**src/offt_pkg.sv**
```systemverilog
`timescale 1ns / 1ps
// offt_pkg: shared widths, character codes, corner and triangle types
// for the face fan triangulator; no dependencies
package offt_pkg;

	localparam int INDEX_WIDTH = 24;
	localparam int IDX_W = 24;
	localparam int RANGE_W = (INDEX_WIDTH < IDX_W) ? INDEX_WIDTH : IDX_W;
	localparam int CHAR_W = 8;
	localparam int ACC_W = 25;
	localparam int NUM_FIELDS = 3;
	localparam int FIFO_DEPTH = 2;

	localparam logic [ACC_W-1:0] ACC_CAP = {ACC_W{1'b1}};
	localparam logic [ACC_W-1:0] ACC_SAT_LIM = ACC_W'((ACC_CAP - 9) / 10);

	localparam logic [CHAR_W-1:0] CH_SPACE = 8'h20;
	localparam logic [CHAR_W-1:0] CH_MINUS = 8'h2D;
	localparam logic [CHAR_W-1:0] CH_SLASH = 8'h2F;
	localparam logic [CHAR_W-1:0] CH_ZERO  = 8'h30;
	localparam logic [CHAR_W-1:0] CH_NINE  = 8'h39;

	localparam logic [1:0] FIELD_POS = 2'd0;
	localparam logic [1:0] FIELD_TEX = 2'd1;
	localparam logic [1:0] FIELD_NRM = 2'd2;
	localparam logic [1:0] FAN_FULL  = 2'd3;

	typedef struct packed {
		logic [IDX_W-1:0] pos;
		logic [IDX_W-1:0] tex;
		logic             tp;
		logic [IDX_W-1:0] nrm;
		logic             np;
		logic             err;
	} corner_t;

	typedef struct packed {
		corner_t c0;
		corner_t c1;
		corner_t c2;
		logic    last;
	} tri_t;

	typedef struct packed {
		logic push;
	} q_ctl_t;

	typedef enum logic [1:0] {
		BK_IDLE,
		BK_FIRST,
		BK_PREV,
		BK_CUR
	} back_state_t;

endpackage

```
**src/offt_char_if.sv**
```systemverilog
`timescale 1ns / 1ps
// offt_char_if: character channel with counts, valid/ready handshake
// depends on offt_pkg
interface offt_char_if import offt_pkg::*; ();
	logic              valid;
	logic              ready;
	logic [CHAR_W-1:0] char_code;
	logic              end_of_line;
	logic [IDX_W-1:0]  position_count;
	logic [IDX_W-1:0]  texcoord_count;
	logic [IDX_W-1:0]  normal_count;

	modport source (output valid, char_code, end_of_line, position_count, texcoord_count,
		normal_count, input ready);
	modport sink (input valid, char_code, end_of_line, position_count, texcoord_count,
		normal_count, output ready);
endinterface

```
**src/offt_corner_if.sv**
```systemverilog
`timescale 1ns / 1ps
// offt_corner_if: triangle corner channel, valid/ready handshake
// depends on offt_pkg
interface offt_corner_if import offt_pkg::*; ();
	logic             valid;
	logic             ready;
	logic [IDX_W-1:0] position_index;
	logic [IDX_W-1:0] texcoord_index;
	logic             texcoord_present;
	logic [IDX_W-1:0] normal_index;
	logic             normal_present;
	logic             index_error;
	logic             last_corner;

	modport source (output valid, position_index, texcoord_index, texcoord_present,
		normal_index, normal_present, index_error, last_corner, input ready);
	modport sink (input valid, position_index, texcoord_index, texcoord_present,
		normal_index, normal_present, index_error, last_corner, output ready);
endinterface

```
**src/offt_front.sv**
```systemverilog
`timescale 1ns / 1ps
// offt_front: character parser (stage 1) and index resolve / fan builder
// (stage 2) that pushes whole triangles; depends on offt_pkg, offt_char_if
module offt_front import offt_pkg::*; (
	input  logic       clk,
	input  logic       arst_n,
	offt_char_if.sink  chars,
	output q_ctl_t     qctl_push,
	input  logic       q_full,
	output tri_t       push_data
);

	typedef struct packed {
		logic [IDX_W-1:0] val;
		logic             err;
	} res_t;

	function automatic res_t resolve(input logic [ACC_W-1:0] mag, input logic neg,
		input logic pres, input logic [IDX_W-1:0] cnt);
		res_t             r;
		logic [ACC_W-1:0] v;
		r = '0;
		v = '0;
		if (pres) begin
			if (neg) begin
				if (mag == '0 || mag > ACC_W'(cnt)) r.err = 1'b1;
				else v = ACC_W'(cnt) - mag;
			end else begin
				if (mag == '0) r.err = 1'b1;
				else v = mag - ACC_W'(1);
			end
			if (!r.err) begin
				if ((v >> RANGE_W) != '0) r.err = 1'b1;
				else r.val = v[IDX_W-1:0];
			end
		end
		return r;
	endfunction

	// stage 1 segment state
	logic [ACC_W-1:0] acc_q [NUM_FIELDS];
	logic [NUM_FIELDS-1:0] neg_q;
	logic [NUM_FIELDS-1:0] pres_q;
	logic [1:0]            fnum_q;
	logic                  seen_q;

	logic [ACC_W-1:0] acc_n [NUM_FIELDS];
	logic [NUM_FIELDS-1:0] neg_n;
	logic [NUM_FIELDS-1:0] pres_n;
	logic [1:0]            fnum_n;
	logic                  seen_n;

	// finished segment snapshot
	logic                  v_s1;
	logic                  eol_s1;
	logic                  seen_s1;
	logic [ACC_W-1:0]      acc_s1 [NUM_FIELDS];
	logic [NUM_FIELDS-1:0] neg_s1;
	logic [NUM_FIELDS-1:0] pres_s1;
	logic [IDX_W-1:0]      cnt_s1 [NUM_FIELDS];

	// fan state
	logic [1:0] cc_q;
	corner_t    first_q;
	corner_t    prev_q;

	logic             take;
	logic             finish;
	logic             is_digit;
	logic [1:0]       fsel;
	logic [3:0]       dval;
	logic [ACC_W-1:0] acc_cur;
	logic [ACC_W-1:0] acc_upd;
	logic             need_push;
	logic             s2_go;
	res_t             r_pos, r_tex, r_nrm;
	corner_t          cur;

	assign need_push = seen_s1 && cc_q[1];
	assign s2_go     = !v_s1 || !need_push || !q_full;
	assign chars.ready = s2_go;
	assign take      = chars.valid && chars.ready;
	assign finish    = (chars.char_code == CH_SPACE) || chars.end_of_line;
	assign is_digit  = (chars.char_code >= CH_ZERO) && (chars.char_code <= CH_NINE);
	assign fsel      = (fnum_q == FAN_FULL) ? FIELD_NRM : fnum_q;
	assign dval      = 4'(chars.char_code - CH_ZERO);
	assign acc_cur   = acc_q[fsel];
	assign acc_upd   = (acc_cur > ACC_SAT_LIM) ? ACC_CAP
		: (acc_cur << 3) + (acc_cur << 1) + ACC_W'(dval);

	always_comb begin
		for (int i = 0; i < NUM_FIELDS; i++) acc_n[i] = acc_q[i];
		neg_n  = neg_q;
		pres_n = pres_q;
		fnum_n = fnum_q;
		seen_n = seen_q;
		if (is_digit) begin
			acc_n[fsel]  = acc_upd;
			pres_n[fsel] = 1'b1;
			seen_n       = 1'b1;
		end else if (chars.char_code == CH_MINUS) begin
			neg_n[fsel] = 1'b1;
			seen_n      = 1'b1;
		end else if (chars.char_code == CH_SLASH) begin
			if (fnum_q < FIELD_NRM) fnum_n = fnum_q + 2'd1;
			seen_n = 1'b1;
		end
	end

	always_ff @(posedge clk or negedge arst_n) begin
		if (!arst_n) begin
			for (int i = 0; i < NUM_FIELDS; i++) acc_q[i] <= '0;
			neg_q  <= '0;
			pres_q <= '0;
			fnum_q <= FIELD_POS;
			seen_q <= 1'b0;
		end else if (take) begin
			if (finish) begin
				for (int i = 0; i < NUM_FIELDS; i++) acc_q[i] <= '0;
				neg_q  <= '0;
				pres_q <= '0;
				fnum_q <= FIELD_POS;
				seen_q <= 1'b0;
			end else begin
				for (int i = 0; i < NUM_FIELDS; i++) acc_q[i] <= acc_n[i];
				neg_q  <= neg_n;
				pres_q <= pres_n;
				fnum_q <= fnum_n;
				seen_q <= seen_n;
			end
		end
	end

	always_ff @(posedge clk or negedge arst_n) begin
		if (!arst_n) begin
			v_s1 <= 1'b0;
		end else if (s2_go) begin
			v_s1 <= take && finish;
		end
	end

	always_ff @(posedge clk) begin
		if (take && finish) begin
			eol_s1  <= chars.end_of_line;
			seen_s1 <= seen_n;
			for (int i = 0; i < NUM_FIELDS; i++) acc_s1[i] <= acc_n[i];
			neg_s1    <= neg_n;
			pres_s1   <= pres_n;
			cnt_s1[0] <= chars.position_count;
			cnt_s1[1] <= chars.texcoord_count;
			cnt_s1[2] <= chars.normal_count;
		end
	end

	// stage 2: resolve the finished corner
	always_comb begin
		r_pos = resolve(acc_s1[0], neg_s1[0], pres_s1[0], cnt_s1[0]);
		r_tex = resolve(acc_s1[1], neg_s1[1], pres_s1[1], cnt_s1[1]);
		r_nrm = resolve(acc_s1[2], neg_s1[2], pres_s1[2], cnt_s1[2]);
		cur.pos = r_pos.val;
		cur.tex = r_tex.val;
		cur.tp  = pres_s1[1];
		cur.nrm = r_nrm.val;
		cur.np  = pres_s1[2];
		cur.err = !pres_s1[0] || r_pos.err || r_tex.err || r_nrm.err;
	end

	always_ff @(posedge clk or negedge arst_n) begin
		if (!arst_n) begin
			cc_q    <= '0;
			first_q <= '0;
			prev_q  <= '0;
		end else if (v_s1 && s2_go) begin
			if (eol_s1) begin
				cc_q    <= '0;
				first_q <= '0;
				prev_q  <= '0;
			end else if (seen_s1) begin
				unique case (cc_q)
					2'd0: first_q <= cur;
					default: prev_q <= cur;
				endcase
				if (cc_q != FAN_FULL) cc_q <= cc_q + 2'd1;
			end
		end
	end

	assign qctl_push.push = v_s1 && need_push && !q_full;
	assign push_data = '{c0: first_q, c1: prev_q, c2: cur, last: eol_s1};

	a_s1_hold: assert property (@(posedge clk) disable iff (!arst_n)
		v_s1 && !s2_go |=> v_s1 && $stable(cc_q))
		else $error("finished segment dropped while queue full");

endmodule

```
**src/offt_fifo.sv**
```systemverilog
`timescale 1ns / 1ps
// offt_fifo: short triangle queue between front and back
// depends on offt_pkg
module offt_fifo import offt_pkg::*; (
	input  logic   clk,
	input  logic   arst_n,
	input  q_ctl_t qctl_push,
	input  tri_t   push_data,
	output logic   full,
	input  logic   pop,
	output tri_t   pop_data,
	output logic   empty
);

	localparam int PTR_W = (FIFO_DEPTH > 1) ? $clog2(FIFO_DEPTH) : 1;
	localparam int CNT_W = $clog2(FIFO_DEPTH + 1);

	tri_t             mem_q [FIFO_DEPTH];
	logic [PTR_W-1:0] wr_q;
	logic [PTR_W-1:0] rd_q;
	logic [CNT_W-1:0] cnt_q;

	assign full     = (cnt_q == CNT_W'(FIFO_DEPTH));
	assign empty    = (cnt_q == '0);
	assign pop_data = mem_q[rd_q];

	always_ff @(posedge clk) begin
		if (qctl_push.push) mem_q[wr_q] <= push_data;
	end

	always_ff @(posedge clk or negedge arst_n) begin
		if (!arst_n) begin
			wr_q  <= '0;
			rd_q  <= '0;
			cnt_q <= '0;
		end else begin
			if (qctl_push.push)
				wr_q <= (wr_q == PTR_W'(FIFO_DEPTH - 1)) ? '0 : wr_q + PTR_W'(1);
			if (pop)
				rd_q <= (rd_q == PTR_W'(FIFO_DEPTH - 1)) ? '0 : rd_q + PTR_W'(1);
			if (qctl_push.push && !pop) cnt_q <= cnt_q + CNT_W'(1);
			else if (!qctl_push.push && pop) cnt_q <= cnt_q - CNT_W'(1);
		end
	end

	a_no_overflow: assert property (@(posedge clk) disable iff (!arst_n)
		!(qctl_push.push && full && !pop))
		else $error("triangle pushed into full queue");
	a_no_underflow: assert property (@(posedge clk) disable iff (!arst_n)
		!(pop && empty))
		else $error("triangle popped from empty queue");

endmodule

```
**src/offt_back.sv**
```systemverilog
`timescale 1ns / 1ps
// offt_back: takes triangles from the queue and sends three corner beats
// depends on offt_pkg, offt_corner_if
module offt_back import offt_pkg::*; (
	input  logic         clk,
	input  logic         arst_n,
	input  logic         empty,
	input  tri_t         pop_data,
	output logic         pop,
	offt_corner_if.source corners
);

	back_state_t state_q, state_d;
	tri_t        tri_q;
	corner_t     sel;
	logic        take_out;
	logic        load;

	assign take_out = corners.valid && corners.ready;

	always_ff @(posedge clk or negedge arst_n) begin
		if (!arst_n) state_q <= BK_IDLE;
		else state_q <= state_d;
	end

	always_ff @(posedge clk) begin
		if (load) tri_q <= pop_data;
	end

	always_comb begin
		state_d = state_q;
		load    = 1'b0;
		unique case (state_q)
			BK_IDLE: begin
				if (!empty) begin
					load    = 1'b1;
					state_d = BK_FIRST;
				end
			end
			BK_FIRST: if (take_out) state_d = BK_PREV;
			BK_PREV:  if (take_out) state_d = BK_CUR;
			BK_CUR: begin
				if (take_out) begin
					if (!empty) begin
						load    = 1'b1;
						state_d = BK_FIRST;
					end else begin
						state_d = BK_IDLE;
					end
				end
			end
			default: state_d = BK_IDLE;
		endcase
	end

	always_comb begin
		unique case (state_q)
			BK_PREV: sel = tri_q.c1;
			BK_CUR:  sel = tri_q.c2;
			default: sel = tri_q.c0;
		endcase
	end

	assign pop                      = load;
	assign corners.valid            = (state_q != BK_IDLE);
	assign corners.position_index   = sel.pos;
	assign corners.texcoord_index   = sel.tex;
	assign corners.texcoord_present = sel.tp;
	assign corners.normal_index     = sel.nrm;
	assign corners.normal_present   = sel.np;
	assign corners.index_error      = sel.err;
	assign corners.last_corner      = (state_q == BK_CUR) && tri_q.last;

	a_burst_whole: assert property (@(posedge clk) disable iff (!arst_n)
		$fell(corners.valid) |-> $past(state_q) == BK_CUR && $past(take_out))
		else $error("corner burst cut short");

endmodule

```
**src/obj_face_fan_triangulator.sv**
```systemverilog
`timescale 1ns / 1ps
// obj_face_fan_triangulator: face record parser and fan triangulator top
// depends on offt_pkg, offt_char_if, offt_corner_if, offt_front, offt_fifo, offt_back
//
// port     dir   beat
// chars    sink  one record character with position/texcoord/normal counts
// corners  src   one triangle corner (three beats per triangle)
//
// one character per cycle while chars.ready is high; a finished segment is held in the
// stage 1 snapshot until its triangle is pushed into the queue, and the back end loads
// it into its triangle register before offering its first corner beat; the serializer
// sends three corner beats per triangle, so dense faces wait on it once the queue fills
// reset clears segment, fan state and the two-entry triangle queue at once
// a stalled output fills the queue, then holds chars.ready low while a triangle waits
module obj_face_fan_triangulator import offt_pkg::*; (
	input  logic          clk,
	input  logic          arst_n,
	offt_char_if.sink     chars,
	offt_corner_if.source corners
);

	q_ctl_t qctl;
	tri_t   push_data;
	tri_t   pop_data;
	logic   q_full;
	logic   q_empty;
	logic   pop;

	offt_front u_front (
		.clk       (clk),
		.arst_n    (arst_n),
		.chars     (chars),
		.qctl_push (qctl),
		.q_full    (q_full),
		.push_data (push_data)
	);

	offt_fifo u_fifo (
		.clk       (clk),
		.arst_n    (arst_n),
		.qctl_push (qctl),
		.push_data (push_data),
		.full      (q_full),
		.pop       (pop),
		.pop_data  (pop_data),
		.empty     (q_empty)
	);

	offt_back u_back (
		.clk      (clk),
		.arst_n   (arst_n),
		.empty    (q_empty),
		.pop_data (pop_data),
		.pop      (pop),
		.corners  (corners)
	);

endmodule

```
**src/flat_wrapper.sv**
```systemverilog
// flat-port wrapper written by rule: the top's interface ports become plain ports
module obj_face_fan_triangulator_flat import offt_pkg::*;
  (clk, arst_n, chars_valid, chars_char_code, chars_end_of_line, chars_position_count, chars_texcoord_count, chars_normal_count, chars_ready, corners_valid, corners_position_index, corners_texcoord_index, corners_texcoord_present, corners_normal_index, corners_normal_present, corners_index_error, corners_last_corner, corners_ready);
  offt_char_if chars_i ();
  offt_corner_if corners_i ();
  input  logic clk;
  input  logic arst_n;
  input wire logic [$bits(chars_i.valid)-1:0] chars_valid;
  input wire logic [$bits(chars_i.char_code)-1:0] chars_char_code;
  input wire logic [$bits(chars_i.end_of_line)-1:0] chars_end_of_line;
  input wire logic [$bits(chars_i.position_count)-1:0] chars_position_count;
  input wire logic [$bits(chars_i.texcoord_count)-1:0] chars_texcoord_count;
  input wire logic [$bits(chars_i.normal_count)-1:0] chars_normal_count;
  output wire logic [$bits(chars_i.ready)-1:0] chars_ready;
  output wire logic [$bits(corners_i.valid)-1:0] corners_valid;
  output wire logic [$bits(corners_i.position_index)-1:0] corners_position_index;
  output wire logic [$bits(corners_i.texcoord_index)-1:0] corners_texcoord_index;
  output wire logic [$bits(corners_i.texcoord_present)-1:0] corners_texcoord_present;
  output wire logic [$bits(corners_i.normal_index)-1:0] corners_normal_index;
  output wire logic [$bits(corners_i.normal_present)-1:0] corners_normal_present;
  output wire logic [$bits(corners_i.index_error)-1:0] corners_index_error;
  output wire logic [$bits(corners_i.last_corner)-1:0] corners_last_corner;
  input wire logic [$bits(corners_i.ready)-1:0] corners_ready;
  assign chars_i.valid = chars_valid;
  assign chars_i.char_code = chars_char_code;
  assign chars_i.end_of_line = chars_end_of_line;
  assign chars_i.position_count = chars_position_count;
  assign chars_i.texcoord_count = chars_texcoord_count;
  assign chars_i.normal_count = chars_normal_count;
  assign chars_ready = chars_i.ready;
  assign corners_valid = corners_i.valid;
  assign corners_position_index = corners_i.position_index;
  assign corners_texcoord_index = corners_i.texcoord_index;
  assign corners_texcoord_present = corners_i.texcoord_present;
  assign corners_normal_index = corners_i.normal_index;
  assign corners_normal_present = corners_i.normal_present;
  assign corners_index_error = corners_i.index_error;
  assign corners_last_corner = corners_i.last_corner;
  assign corners_i.ready = corners_ready;
  obj_face_fan_triangulator u_core (.clk(clk), .arst_n(arst_n), .chars(chars_i), .corners(corners_i));
endmodule
```
**config.mk**
```make
export PLATFORM = sky130hd
export DESIGN_NAME = obj_face_fan_triangulator_flat
export DESIGN_NICKNAME = d
export VERILOG_FILES = /design/src/offt_pkg.sv /design/src/offt_char_if.sv /design/src/offt_corner_if.sv /design/src/offt_front.sv /design/src/offt_fifo.sv /design/src/offt_back.sv /design/src/obj_face_fan_triangulator.sv /design/src/flat_wrapper.sv
export SDC_FILE = /design/constraint.sdc
export NUM_CORES = 2
export LEC_CHECK = 0
export ABC_AREA = 1
export BUFFER_PORTS_ARGS = -buffer_cell sky130_fd_sc_hd__clkbuf_2
export CAP_MARGIN = 15
export CORE_MARGIN = 1.5
export CORE_UTILIZATION = 50
export DETAILED_ROUTE_END_ITERATION = 16
export PLACE_DENSITY = 0.74
export SETUP_SLACK_MARGIN = 0.5
export SKIP_LAST_GASP = 1
export SLEW_MARGIN = 0
export SYNTH_ARGS = -nofsm -noshare
export SYNTH_HDL_FRONTEND = slang
export SYNTH_HIERARCHICAL = 1
export SYNTH_SLANG_ARGS = --single-unit
export TNS_END_PERCENT = 50
```
**constraint.sdc**
```tcl
create_clock -name clk -period 18.69 [get_ports clk]
set_input_delay 3.738 -clock clk [delete_from_list [all_inputs] [get_ports clk]]
set_output_delay 3.738 -clock clk [all_outputs]
set_load 0.02 [all_outputs]
```
==> metrics.yaml <==
ys_ff_latch: 1076
crit_path_end_kind: "output pin"
cpLargestDelayFamily: "buffers and inverters"
rsz0062_at_grt: "false"
hold_buffers: 0
die_w_um: 324.5
p_leak_nw: 24.38
syn_area_per_cell_um2: 10.23
cts_buffers: 104
min_from: "u_core/u_front/push_data[142]$_DFFE_PN0P_"
grt_max_degree: 104
grt_antenna_before_repair: 2
grtUsageTotal: 0.2457
clockBufferDepth: 3
antenna_cells: 0
detail-route-antenna-nets: 0
setup_viol: 0
portBuffers: 162
p_per_area_nw_per_um2: 123.8
rr_worst_depth: 20
firstDrtPassIters: 6
coreArea_um2: 102200
path_buf_inv: 3
route.detailed.drc: 0
overflow: 0
fin_setup_tns_ps: 0
min_to: "u_core/u_fifo/mem_q[1][142]$_DFFE_PP_"
slew_viol_final: 0
die_h_um: 324.5
grt_pass1_wl_um: 200700
viasPerCell: 5.449
layout_commonest_cell: "nand2_1"
avgRoutedWirePerCell_um: 19.69
syn_to_final_growth_pct: 10.67
outcome: "finished, final reports clean"
rows: 117
dp.final_hpwl_um: 87960
fmax_mhz: 137.9
synth_warnings: 6
cts_tree: "built"
io_pins: 163
cts_resized: 0
dieArea_um2: 105300
path_class: "flop to output pin"
clock-sinks: 1076
cts.htree.levels: 3
critPathSlowestCell: "buf_4"
postSynthCellCount: 5054
period_needed_ps: 7252
worstPathMaxFanout: 67
r2r_slack_ps: 13550
worstMarginPinSlew_ps: 1113
synth_edf_count: 833
reg2reg_from: "u_core/u_front/fnum_q[1]$_DFFE_PN0P_"
gp_congestion: 0.9692
final_util: 0.5597
via_count: 36230
async_flop_share: 0.2258
worstSetupStartpoint: "u_core/u_back/state_q[0]$_DFFE_PN0P_"
initial_utilization: 0.5058
insertion_delay_ps: 720
synth_area_um2: 51680
regToRegEndpoint: "u_core/u_front/acc_s1[0][24]$_DFFE_PP_"
cap_violations: 0
final_cell_mix: "1,469 x nand2_1, 833 x edfxtp_1, 484 x inv_1"
root_buffer: "clkbuf_16"
required_ps: 14950
drtIter0Drc: 3561
totalWireLength_um: 130900
hold_class: "flop to flop"
crit_arrival_ps: 3510
cp_slowest_stage_delay_ps: 830
synth_nets: 5272
synth-seq-area-share: 0.6017
min_path_cells: 0
final_nets: 5407
synth_cell_types: 55
path_clk_slew_ps: 60
finalHoldViolations: 0
drive_gt1_frac: 0.1322
cts_setup_buffers: 0
vdd_drop_max_v: 0.0001312
timing.critical_path.from_type: "flop"
grt_pass1_vias: 34560
clock_skew_ps: 32.91
path_cells: "inv_1, ha_4, nor2_4, buf_4, nand2_1, nand3_1, clkbuf_2"
period_share: 0.3880
maxSlewHeadroom: 0.2580
synth_ff_type: "edfxtp_1"
-- per-layer routing --
metal / GRT usage / up-vias / share of wire
li1: - / 17240 / -
met1: 0.3493 / 17470 / 0.43
met2: 0.3912 / 1326 / 0.46
met3: 0.03462 / 196 / 0.076
met4: 0.07812 / 0 / 0.027
met5: 0 / - / 0
-- worst reg2reg max path: cells and delay by family (launching register included) --
kind | cells | cell delay, ps
buf+inv | 5 | 760
flops | 1 | 420
fa+ha+maj | 3 | 1510
compound gates | 2 | 910
simple gates | 10 | 1290
-- worst max-delay path by stage --
stage / to / slack (ps) / depth (start not counted)
after detailed placement: u_core/u_front/acc_s1[0][55]$_DFFE_PP_ / 11260 / 9
after global routing: corners_normal_present / 11220 / 7
after floorplan: u_core/u_front/acc_s1[0][0]$_DFFE_PP_ / 7230 / 5
after CTS: corners_normal_index[6] / 11400 / 7
final: corners_normal_present / 11440 / 7
after global placement: u_core/u_front/cnt_s1[0][32]$_DFFE_PP_ / 11360 / 9
-- power breakdown --
group	leakage, nW	internal, W	switching, W
logic	11.5	0.000565	0.00129
registers	11.1	0.00294	0.000123
clock network	1.76	0.00124	0.000911
-- synth_stat cells (25+ instances only) --
cell type,count,share of area
ha_1,128,0.031
mux2_2,196,0.043
or2_2,25,0.0030
nand4_1,54,0.0065
buf_2,29,0.0028
dfrtp_1,243,0.12
xor2_1,65,0.011
nor3_1,52,0.0050
edfxtp_1,833,0.48
clkbuf_1,78,0.0057
buf_4,25,0.0036
o21ai_1,72,0.0070
o21ai_0,161,0.016
inv_1,488,0.035
a21oi_1,133,0.013
nand3_1,414,0.040
mux2_4,30,0.0087
xnor2_1,30,0.0051
nor2_1,356,0.026
nand2_1,1470,0.11
-- registers in the layout (all words and copies together) (netlist names), 3 cells and up --
signal / flops
u_core/u_fifo/mem_q: 452
u_core/u_front/cnt_s1: 72
u_core/u_front/pres_s1: 3
u_core/u_back/tri_q: 226
u_core/u_front/push_data: 150
u_core/u_front/neg_s1: 3
u_core/u_front/acc_q: 75
u_core/u_front/acc_s1: 75
u_core/u_front/neg_q: 3
u_core/u_front/pres_q: 3
-- logic make-up (layout without fill, tap and decap cells) --
kind of cell,after synthesis,after routing,synth area share
AOI/OAI and AO/OA,422,422,0.04416
xor gates and xnor gates,95,95,0.01610
adders and majority gates,133,133,0.03293
buffers and inverters,668,895,0.05544
DFF,1076,1076,0.6017
muxes,226,226,0.05142
and+or+nand+nor,2434,2434,0.1983
-- metrics by stage --
stage                     hold slack [ps]  cells  setup WS, ps  power (W)  cell area [um2]
final                               461.5   6649         11440   0.007082            57190
after global placement              447.7   6450         11360   0.004943            53580
after floorplan                     442.4   5054          7231   0.004408            51680
after CTS                           449.9   6648         11400   0.007125            57170
after detailed placement            451.0   6450         11260   0.004970            53580
after global routing                470.1   6649         11220   0.007379            57190
-- cell type report --
cell class | count | area (um2)
tap | 1368 | 1712
multi-input combinational | 3310 | 17790
inverter | 499 | 1893
clock buffer | 136 | 2905
clock inverter | 62 | 688.2
sequential | 1076 | 31100
timing repair buffer | 198 | 1104
fill | 8599 | 44990
No activity file was read; power rests on OpenSTA's default activity.
